[config.mk]
export PLATFORM = sky130hd
export DESIGN_NAME = char_lcd_expander_sequencer
export DESIGN_NICKNAME = d
export VERILOG_FILES = /design/src/hw/rtl/cle_pkg.sv /design/src/hw/rtl/char_lcd_expander_sequencer.sv /design/src/hw/rtl/cle_decode.sv
export SDC_FILE = /design/constraint.sdc
export NUM_CORES = 1
export LEC_CHECK = 0
export BUFFER_PORTS_ARGS = -buffer_cell sky130_fd_sc_hd__buf_4
export CORE_MARGIN = 1.5
export CORE_UTILIZATION = 38
export DETAILED_ROUTE_END_ITERATION = 10
export SYNTH_ARGS = -nofsm -noshare
export SYNTH_HDL_FRONTEND = slang
export SYNTH_SLANG_ARGS = --single-unit
[constraint.sdc]
create_clock -name clk_i -period 4.5 [get_ports clk_i]
set_input_delay 0.9 -clock clk_i [delete_from_list [all_inputs] [get_ports clk_i]]
set_output_delay 0.9 -clock clk_i [all_outputs]
set_load 0.02 [all_outputs]
[src/hw/rtl/cle_pkg.sv]
// Shared types, constants and helper functions for the character LCD
// expander sequencer. No dependencies.
`timescale 1ns / 1ps

package cle_pkg;

  localparam int COLUMNS = 16;
  localparam int ROWS    = 2;
  localparam int COL_W   = (COLUMNS > 1) ? $clog2(COLUMNS) : 1;

  localparam logic [7:0] BIT_RS    = 8'h01;
  localparam logic [7:0] BIT_EN    = 8'h04;
  localparam logic [7:0] BIT_BL    = 8'h08;
  localparam logic [7:0] CMD_CLEAR = 8'h01;
  localparam logic [7:0] CMD_HOME  = 8'h02;
  localparam logic [7:0] CMD_DDRAM = 8'h80;
  localparam logic [7:0] ROW1_BASE = 8'h40;
  localparam logic [7:0] CHAR_LF   = 8'h0A;
  localparam logic [7:0] CHAR_CR   = 8'h0D;

  localparam logic [13:0] DLY_WRITE  = 14'd0;
  localparam logic [13:0] DLY_EN_HI  = 14'd1;
  localparam logic [13:0] DLY_EN_LO  = 14'd50;
  localparam logic [13:0] DLY_CMD    = 14'd150;
  localparam logic [13:0] DLY_LONG   = 14'd5050;
  localparam logic [13:0] DLY_CLEAR  = 14'd10050;

  // Beats of one item are numbered 0..11; the final beat is always 11.
  localparam logic [3:0] STEP_FULL   = 4'd0;
  localparam logic [3:0] STEP_HALF   = 4'd6;
  localparam logic [3:0] STEP_SINGLE = 4'd11;
  localparam logic [3:0] STEP_LAST   = 4'd11;

  typedef enum logic [1:0] {
    MODE_PRINT     = 2'd0,
    MODE_CLEAR     = 2'd1,
    MODE_CURSOR    = 2'd2,
    MODE_BACKLIGHT = 2'd3
  } mode_e;

  // Wait on the final EN-low beat of a byte.
  typedef enum logic [1:0] {
    TAIL_DATA  = 2'd0,
    TAIL_CMD   = 2'd1,
    TAIL_LONG  = 2'd2,
    TAIL_CLEAR = 2'd3
  } tail_e;

  typedef struct packed {
    logic [7:0] byte0;
    logic       rs0;
    tail_e      tail0;
    logic [7:0] byte1;
    logic       rs1;
    tail_e      tail1;
    logic       bl;
    logic       single;
    logic [3:0] start_step;
  } job_t;

  typedef struct packed {
    logic             row;
    logic [COL_W-1:0] col;
  } cursor_t;

  function automatic logic [13:0] tail_delay(tail_e t);
    logic [13:0] d;
    unique case (t)
      TAIL_DATA:  d = DLY_EN_LO;
      TAIL_CMD:   d = DLY_CMD;
      TAIL_LONG:  d = DLY_LONG;
      TAIL_CLEAR: d = DLY_CLEAR;
      default:    d = DLY_EN_LO;
    endcase
    return d;
  endfunction

  function automatic logic [7:0] cursor_cmd(logic row, logic [COL_W-1:0] col);
    logic [7:0] addr;
    addr = {{(8 - COL_W){1'b0}}, col} + (row ? ROW1_BASE : 8'h00);
    return CMD_DDRAM | (addr & 8'h7F);
  endfunction

  function automatic logic next_row(logic row);
    return (ROWS > 1) ? ~row : 1'b0;
  endfunction

endpackage

[src/hw/rtl/char_lcd_expander_sequencer.sv]
// Top level of the character LCD expander sequencer: input handshake, beat
// sequencer and output register. Depends on cle_pkg and cle_decode.
`timescale 1ns / 1ps

//  channel | signals                                     | dir
//  --------+---------------------------------------------+-----
//  in      | in_valid_i, in_ready_o, mode_i, value_i,    | in
//          | row_request_i, col_request_i                |
//  out     | out_valid_o, out_ready_i, expander_byte_o,  | out
//          | delay_us_o, last_o                          |
//
// An item yields 1, 6 or 12 beats, one beat per cycle from the beat counter while
// the output is not stalled; the next item is taken in the cycle its
// predecessor's final beat moves to the output register.
// Reset sets the cursor to row 0, column 0 and the backlight on.
// A stalled output holds its beat; the sequencer and the input wait with it.

module char_lcd_expander_sequencer import cle_pkg::*; (
  input  logic        clk_i,
  input  logic        rst_ni,
  input  logic        in_valid_i,
  output logic        in_ready_o,
  input  logic [1:0]  mode_i,
  input  logic [7:0]  value_i,
  input  logic [7:0]  row_request_i,
  input  logic [7:0]  col_request_i,
  output logic        out_valid_o,
  input  logic        out_ready_i,
  output logic [7:0]  expander_byte_o,
  output logic [13:0] delay_us_o,
  output logic        last_o
);

  cursor_t     cur_q, cur_d;
  logic        bl_q, bl_d;
  job_t        job_q, job_d;
  logic        job_valid_q;
  logic [3:0]  step_q;
  logic        out_valid_q;
  logic [7:0]  byte_q;
  logic [13:0] delay_q;
  logic        last_q;

  logic        emit;
  logic        final_beat;
  logic        in_acc;
  logic        half;
  logic [3:0]  sub;
  logic        nib;
  logic [1:0]  phase;
  logic [7:0]  src;
  logic        rs;
  tail_e       tail;
  logic [7:0]  beat_byte;
  logic [13:0] beat_delay;

  cle_decode u_decode (
    .mode_i        (mode_i),
    .value_i       (value_i),
    .row_request_i (row_request_i),
    .col_request_i (col_request_i),
    .cur_i         (cur_q),
    .bl_i          (bl_q),
    .job_o         (job_d),
    .cur_o         (cur_d),
    .bl_o          (bl_d)
  );

  assign emit       = job_valid_q && (!out_valid_q || out_ready_i);
  assign final_beat = (step_q == STEP_LAST);
  assign in_ready_o = !job_valid_q || (emit && final_beat);
  assign in_acc     = in_valid_i && in_ready_o;

  // Beat number splits into byte half, nibble and EN phase.
  always_comb begin
    half  = (step_q >= STEP_HALF);
    sub   = half ? (step_q - STEP_HALF) : step_q;
    nib   = (sub >= 4'd3);
    phase = nib ? 2'(sub - 4'd3) : sub[1:0];
    src   = half ? job_q.byte1 : job_q.byte0;
    rs    = half ? job_q.rs1 : job_q.rs0;
    tail  = half ? job_q.tail1 : job_q.tail0;
    beat_byte = ((nib ? {src[3:0], 4'h0} : {src[7:4], 4'h0})) | (job_q.bl ? BIT_BL : 8'h00)
              | (rs ? BIT_RS : 8'h00);
    beat_delay = DLY_WRITE;
    unique case (phase)
      2'd1: begin
        beat_byte  = beat_byte | BIT_EN;
        beat_delay = DLY_EN_HI;
      end
      2'd2: beat_delay = nib ? tail_delay(tail) : DLY_EN_LO;
      default: beat_delay = DLY_WRITE;
    endcase
    if (job_q.single) begin
      beat_byte  = job_q.bl ? BIT_BL : 8'h00;
      beat_delay = DLY_WRITE;
    end
  end

  always_ff @(posedge clk_i or negedge rst_ni) begin
    if (!rst_ni) begin
      cur_q       <= '0;
      bl_q        <= 1'b1;
      job_valid_q <= 1'b0;
      step_q      <= '0;
      out_valid_q <= 1'b0;
    end else begin
      if (in_acc) begin
        cur_q       <= cur_d;
        bl_q        <= bl_d;
        job_valid_q <= 1'b1;
        step_q      <= job_d.start_step;
      end else if (emit) begin
        if (final_beat) begin
          job_valid_q <= 1'b0;
        end else begin
          step_q <= step_q + 4'd1;
        end
      end
      if (emit) begin
        out_valid_q <= 1'b1;
      end else if (out_ready_i) begin
        out_valid_q <= 1'b0;
      end
    end
  end

  always_ff @(posedge clk_i) begin
    if (in_acc) begin
      job_q <= job_d;
    end
    if (emit) begin
      byte_q  <= beat_byte;
      delay_q <= beat_delay;
      last_q  <= final_beat;
    end
  end

  assign out_valid_o     = out_valid_q;
  assign expander_byte_o = byte_q;
  assign delay_us_o      = delay_q;
  assign last_o          = last_q;

  // An accepted item always leaves a beat plan behind.
  a_accept_loads: assert property (@(posedge clk_i) disable iff (!rst_ni)
    in_acc |=> job_valid_q)
    else $error("accepted item left no active beat plan");

  // The beat counter never runs past the final beat.
  a_step_range: assert property (@(posedge clk_i) disable iff (!rst_ni)
    job_valid_q |-> (step_q <= STEP_LAST))
    else $error("beat counter beyond final beat");

  // With no plan active and the output drained, no beat appears.
  a_no_phantom: assert property (@(posedge clk_i) disable iff (!rst_ni)
    (!job_valid_q && (!out_valid_q || out_ready_i)) |=> !out_valid_q)
    else $error("beat issued without an active item");

endmodule

[src/hw/rtl/cle_decode.sv]
// Turns one input item and the current cursor and backlight into a beat
// plan and the state that follows the item. Depends on cle_pkg.
`timescale 1ns / 1ps

module cle_decode import cle_pkg::*; (
  input  logic [1:0] mode_i,
  input  logic [7:0] value_i,
  input  logic [7:0] row_request_i,
  input  logic [7:0] col_request_i,
  input  cursor_t    cur_i,
  input  logic       bl_i,
  output job_t       job_o,
  output cursor_t    cur_o,
  output logic       bl_o
);

  logic [COL_W:0]   col_inc;
  logic             wrap_row;
  logic             clamp_row;
  logic [COL_W-1:0] clamp_col;

  assign col_inc   = {1'b0, cur_i.col} + {{COL_W{1'b0}}, 1'b1};
  assign wrap_row  = next_row(cur_i.row);
  assign clamp_row = (row_request_i >= 8'(ROWS)) ? 1'(ROWS - 1) : row_request_i[0];
  assign clamp_col = (col_request_i >= 8'(COLUMNS)) ? COL_W'(COLUMNS - 1)
                                                    : col_request_i[COL_W-1:0];

  always_comb begin
    job_o            = '0;
    job_o.tail0      = TAIL_DATA;
    job_o.tail1      = TAIL_CMD;
    job_o.bl         = bl_i;
    job_o.start_step = STEP_HALF;
    cur_o            = cur_i;
    bl_o             = bl_i;
    unique case (mode_e'(mode_i))
      MODE_PRINT: begin
        if (value_i == CHAR_LF) begin
          cur_o.row   = wrap_row;
          cur_o.col   = '0;
          job_o.byte1 = cursor_cmd(wrap_row, '0);
        end else if (value_i == CHAR_CR) begin
          cur_o.col   = '0;
          job_o.byte1 = cursor_cmd(cur_i.row, '0);
        end else if (col_inc >= (COL_W + 1)'(COLUMNS)) begin
          // Last column written: data byte, then cursor to the next row.
          cur_o.row        = wrap_row;
          cur_o.col        = '0;
          job_o.byte0      = value_i;
          job_o.rs0        = 1'b1;
          job_o.byte1      = cursor_cmd(wrap_row, '0);
          job_o.start_step = STEP_FULL;
        end else begin
          cur_o.col   = col_inc[COL_W-1:0];
          job_o.byte1 = value_i;
          job_o.rs1   = 1'b1;
          job_o.tail1 = TAIL_DATA;
        end
      end
      MODE_CLEAR: begin
        cur_o            = '0;
        job_o.byte0      = CMD_CLEAR;
        job_o.tail0      = TAIL_CLEAR;
        job_o.byte1      = CMD_HOME;
        job_o.tail1      = TAIL_LONG;
        job_o.start_step = STEP_FULL;
      end
      MODE_CURSOR: begin
        cur_o.row   = clamp_row;
        cur_o.col   = clamp_col;
        job_o.byte1 = cursor_cmd(clamp_row, clamp_col);
      end
      MODE_BACKLIGHT: begin
        bl_o             = |value_i;
        job_o.bl         = |value_i;
        job_o.single     = 1'b1;
        job_o.start_step = STEP_SINGLE;
      end
      default: ;
    endcase
  end

endmodule
==> impl_metrics.tcl, run 1 <==
set metrics [dict create \
    totalWireLength_um 5300 \
    design_area_mm2 0.00339 \
    cts_tree "built" \
    pre_cts_ws_ns 1.33 \
    dp_cells 375 \
    yosysWarnings 0 \
    setup-tns-final_ns 0 \
    die_area_mm2 0.00806 \
    grt_pass1_vias 1866 \
    dp_hpwl_um 4070 \
    path_max_fanout 9 \
    critPathRequiredTime_ns 4.67 \
    cpLargestDelayFamily "simple AND/OR/NAND/NOR gates" \
    synth_top_area_share_pct 39.9 \
    synthTopCellsByArea "edfxtp_1, dfrtp_1, ha_1" \
    r2r_slack_ns 1.33 \
    yosysSeqAreaShare_pct 50.4 \
    power_density_mw_per_mm2 533 \
    fp.dieW_um 89.8 \
    grt_start_max_net_pins 27 \
    clk_latency_ns 0.31 \
    placed_area_mm2 0.00329 \
    max_stage_delay_ns 0.49 \
    antenna_found_initial 0 \
    worstMarginPinSlew_ns 1.04 \
    grt_overflow_total 0 \
    drc 0 \
    path_clk_slew_ns 0.10 \
    hold_violations 0 \
    first_pass_iters 4 \
    hold_buffers 0 \
    ant_nets 0 \
    viasPerCell 5.05 \
    setup_viol 0 \
    die_y_um 89.8 \
    crit_arrival_ns 3.34 \
    comb_power_share_pct 44.5 \
    critPathKind "register to register" \
    ys_types 61 \
    coreArea_mm2 0.00725 \
    drv_slew 0 \
    finalWeightedCongestion 0.814 \
    cts_made_buffers 5 \
    root_buffer "clkbuf_8" \
    slowest_stage "or3b_2" \
    start_util_pct 39.5 \
    worst_slack_ns 1.33 \
    grt_pass1_wl_um 8960 \
    p_int_uw 1140 \
    drive_above_1_share_pct 28.9 \
    final.min_clock_period_ns 3.17 \
    outcome "completed" \
    cp.depth 12 \
    path_cells "inv_1, ha_1, a21oi_1, o22ai_1, ha_1, a21oi_1, o21ai_2, xnor2_1, ha_1, or3b_2, nor2b_1, nor2b_1" \
    fill_cells 681 \
    track_usage_pct 13.8 \
    min_path_type "primary input to async pin" \
    vias 1935 \
    synth_largest_area_cell "edfxtp_1" \
    io_pins 55 \
    syn_to_final_growth_pct 18.3 \
    critPathBufInv 1 \
    layout.nets 329 \
    n_antenna_cell 0 \
    power_frac_seq_pct 40.6 \
    synthCells 237 \
    synth_edf_count 38 \
    switching_power_uw 667 \
    rsz0062_at_grt "false" \
    final_cells 383 \
    synth-seq-cells 50 \
    cpMostUsedCell "ha_1" \
    worstSetupStartpointType "register" \
    avgSynthCellArea_um2 12.1 \
    fmax_mhz 315 \
    pwr-share-clk_pct 14.9 \
    finalCritPeriodShare_pct 70.4 \
    finClkSkew_ns 0.00778 \
    cts_sinks 50 \
    post_cts.repair.setup_buffers 0 \
    maxSlewHeadroom_pct 30.5 \
    worstSetupEndpointType "register" \
    post_cts_resized 0 \
    leakagePower_uw 0.00136 \
    synthArstFlopShare_pct 24.0 \
    power_switching_share_pct 36.9 \
    wl_per_cell_um 13.8 \
    drt_iter0_drc 93 \
    cts_htree_levels 2 \
    yosysMostFrequentCell "edfxtp_1" \
    clock_path_buffers 2 \
    reg2reg_depth 12 \
    synth_ff_type "edfxtp_1" \
    syn_area_mm2 0.00286 \
    ir_drop_mv 0.166 \
    numPortBuffers 52 \
    drv_cap 0 \
    fp-row-count 31 \
    yosys-top-cells-count "edfxtp_1, ha_1, and2_1" \
]
## per-stage QoR
| stage | total power (uW) | util [%] | hold WS (ns) |
|---|---|---|---|
| after global placement | 1540 | 45.4 | 0.434 |
| after detailed placement | 1560 | 45.4 | 0.419 |
| after CTS | 1830 | 46.7 | 0.415 |
| final | 1810 | 46.7 | 0.420 |
| after global routing | 1940 | 46.7 | 0.407 |
| after floorplan | 1340 | - | 0.400 |
## power by group through the flow
stage                     Sequential, uW  Clock (uW)  Combinational (uW)
after floorplan                      772           0                 568
after global placement               742           0                 800
after detailed placement             745           0                 814
after CTS                            735         279                 817
after global routing                 753         296                 892
final                                733         270                 804
## final cells by class
class	instances	area, um2	share of cell area (%)
multi-input cells	159	1280	37.7
clock inverters	3	25.0	0.739
clock buffers	5	68.8	2.03
repair buffers	53	398	11.7
inverters	14	52.6	1.55
flip-flops and latches	50	1440	42.6
well taps	99	124	3.66
## path summary, 6_finish.rpt
kind | from | endpoint
setup / recovery | step_q[0] | delay_us_o[7]
hold / removal | rst_ni | cur_q[1]
setup reg to reg | step_q[0] | delay_us_o[7]
hold reg to reg | job_q[5] | expander_byte_o[3]
max in group asynchronous | rst_ni | bl_q
min in group clk_i | job_q[5] | expander_byte_o[3]
## placed cells by master, fill, tap and decap left out, types with 3 or more instances in the layout
cell type and n:
nand2b_1 3, o21ai_1 5, nor2_1 11, nand3_1 4, ha_1 16, mux2i_1 4, clkbuf_8 5, nand2_1 5
o22ai_1 3, nor3_1 5, edfxtp_1 38, nor3b_1 3, inv_2 3, dfrtp_1 11, a31oi_1 6, a21oi_1 10
nor4_1 3, nor2b_1 10, inv_1 11, buf_4 53, mux4_2 4, o2bb2ai_1 5, o21ai_0 3, and2_1 15
## cells by family after synthesis
logic type                 synth area share [%]
other                                     0.131
adders and majority gates                  6.99
xor gates and xnor gates                  0.918
DFF                                        50.4
buffers and inverters                      5.16
AOI/OAI and AO/OA                          13.4
muxes                                      6.12
and+or+nand+nor                            16.9
## routing by layer
| metal | track usage (%) | wire length, um | vias to the layer above |
|---|---|---|---|
| li1 | - | - | 968 |
| met1 | 18.3 | 2400 | 871 |
| met2 | 22.1 | 2430 | 84 |
| met3 | 3.30 | 358 | 12 |
| met4 | 5.03 | 111 | 0 |
| met5 | 0 | 0 | - |
## sequential cells by signal, indices dropped and copies added (netlist names)
name             count
delay_us_o           9
cur_q                5
step_q               4
expander_byte_o      6
job_q               22
out_valid_o          1
job_valid_q          1
bl_q                 1
last_o               1
Note: power is estimated with default switching activity, not from simulation.
==> run 2, diff against run 1 <==
- clock period: 4.5 -> 2.7 ns (I/O delays scaled with it)
==> run 2 against run 1 <==
Against the previous run: via count grew 2.1%; critical path depth is the same; wire length grew 3.6%; non-clock buffer count grew 9; hold slack lost 0.37 ns; clock skew grew 0.0010 ns; global-route usage grew 0.51 points; sequential share of layout area shrank 1.1 points; die area is the same; first-iteration DRC count shrank 42%; critical path type unchanged.
==> impl_metrics.tcl, run 2 (synthesis results as in run 1) <==
set metrics [dict create \
    crit_arrival_ns 2.72 \
    slowest_stage "dfrtp_2" \
    whs_ns 0.0463 \
    hold_buffers 0 \
    drv_slew 0 \
    cpLargestDelayFamily "adder cells" \
    cp.depth 12 \
    r2r-end "delay_us_o[4]" \
    path_cells "inv_2, ha_2, a21oi_1, o22ai_1, ha_2, a21oi_2, and2_1, o32a_1, ha_1, or3b_4, buf_4, a21oi_1" \
    io_pins 55 \
    viasPerCell 5.04 \
    die_area_mm2 0.00806 \
    coreArea_mm2 0.00725 \
    grt_start_max_net_pins 18 \
    largest_register_ffs 22 \
    drive_above_1_share_pct 33.4 \
    max_stage_delay_ns 0.41 \
    final.min_clock_period_ns 2.56 \
    critPathKind "register to register" \
    totalWireLength_um 5490 \
    dp_hpwl_um 4050 \
    syn_to_final_growth_pct 21.6 \
    path_clk_slew_ns 0.10 \
    setup_viol 0 \
    n_antenna_cell 0 \
    numPortBuffers 52 \
    drc 0 \
    fp.dieW_um 89.8 \
    finClkSkew_ns 0.00880 \
    grt_overflow_total 0 \
    finalWeightedCongestion 0.800 \
    fp-row-count 31 \
    outcome "completed" \
    path_max_fanout 2 \
    grt_pass1_wl_um 9140 \
    cts_tree "built" \
    final_common_cell "buf_4" \
    clock_path_buffers 2 \
    drt_iter0_drc 54 \
    leakagePower_uw 0.00141 \
    crit_end "delay_us_o[4]" \
    first_pass_iters 4 \
    start_util_pct 39.5 \
    grt_pass1_vias 1904 \
    regMostFlops "job_q" \
    power_density_mw_per_mm2 930 \
    ant_nets 0 \
    worstSetupEndpointType "register" \
    rsz0062_at_grt "false" \
    worstSetupStartpointType "register" \
    cts_htree_levels 2 \
    layout.nets 338 \
    track_usage_pct 14.3 \
    drv_cap 0 \
    cts_made_buffers 5 \
    root_buffer "clkbuf_8" \
    clk_latency_ns 0.31 \
    fmax_mhz 391 \
    critPathRequiredTime_ns 2.87 \
    vias 1976 \
    setup-tns-final_ns 0 \
    startpoint "step_q[0]" \
    r2r_slack_ns 0.14 \
    reg2reg_depth 12 \
    final_core_util_pct 48.0 \
    die_y_um 89.8 \
    regToRegStartpoint "step_q[0]" \
    final_cell_mix "buf_4, edfxtp_1, and2_1" \
    fill_cells 678 \
    hold_violations 0 \
    cts_sinks 50 \
    min_path_type "primary input to async pin" \
    wl_per_cell_um 14.0 \
    antenna_found_initial 0 \
    ir_drop_mv 0.303 \
    finalCritPeriodShare_pct 94.7 \
    critPathBufInv 2 \
]
## run 2: where the power goes
group	leakage, uW	internal [uW]	switching, uW
Sequential	0.000497	1080	108
Clock	0.0000408	186	273
Combinational	0.000870	800	795
Total	0.00141	2060	1180
## run 2: worst min path at each step
stage | to | slack, ns | cells past startpoint
after floorplan | cur_q[0] | 0.24 | 0
after global placement | cur_q[0] | 0.40 | 1
after detailed placement | cur_q[0] | 0.39 | 1
after CTS | cur_q[0] | 0.05 | 1
after global routing | cur_q[0] | 0.06 | 1
final | cur_q[0] | 0.05 | 1
## run 2: metrics by stage
stage / instances / power, uW / instance area, um2 / setup WS [ns]
floorplan: 238 / 2270 / 2880 / 0.0111
global placement: 382 / 2700 / 3360 / 0.0461
detailed placement: 382 / 2720 / 3360 / 0.0230
CTS: 390 / 3180 / 3450 / 0.00417
global route: 392 / 3470 / 3480 / 0.00179
finish: 392 / 3240 / 3480 / 0.143
## run 2: final cells by class
class / instances / area [um2] / share of cell area [%]
inverter: 14 / 52.6 / 1.51
multi-input combinational: 159 / 1300 / 37.4
clock inverter: 3 / 23.8 / 0.683
tap: 99 / 124 / 3.56
clock buffer: 5 / 68.8 / 1.98
sequential: 50 / 1440 / 41.5
timing repair buffer: 62 / 465 / 13.4
## run 2: per-layer routing
metal / vias up / wire length, um / track usage (%)
li1: 990 / - / -
met1: 918 / 2520 / 17.9
met2: 63 / 2630 / 24.3
met3: 5 / 247 / 2.96
met4: 0 / 93 / 5.56
met5: - / 0 / 0
## run 2: what timing repair did
action                                  in CTS  in global routing
setup buffers                                0                  2
gates resized for setup                      0                  5
endpoints found under the setup margin       1                  6
pin swaps                                    1                  3
hold endpoints to repair                     0                  0
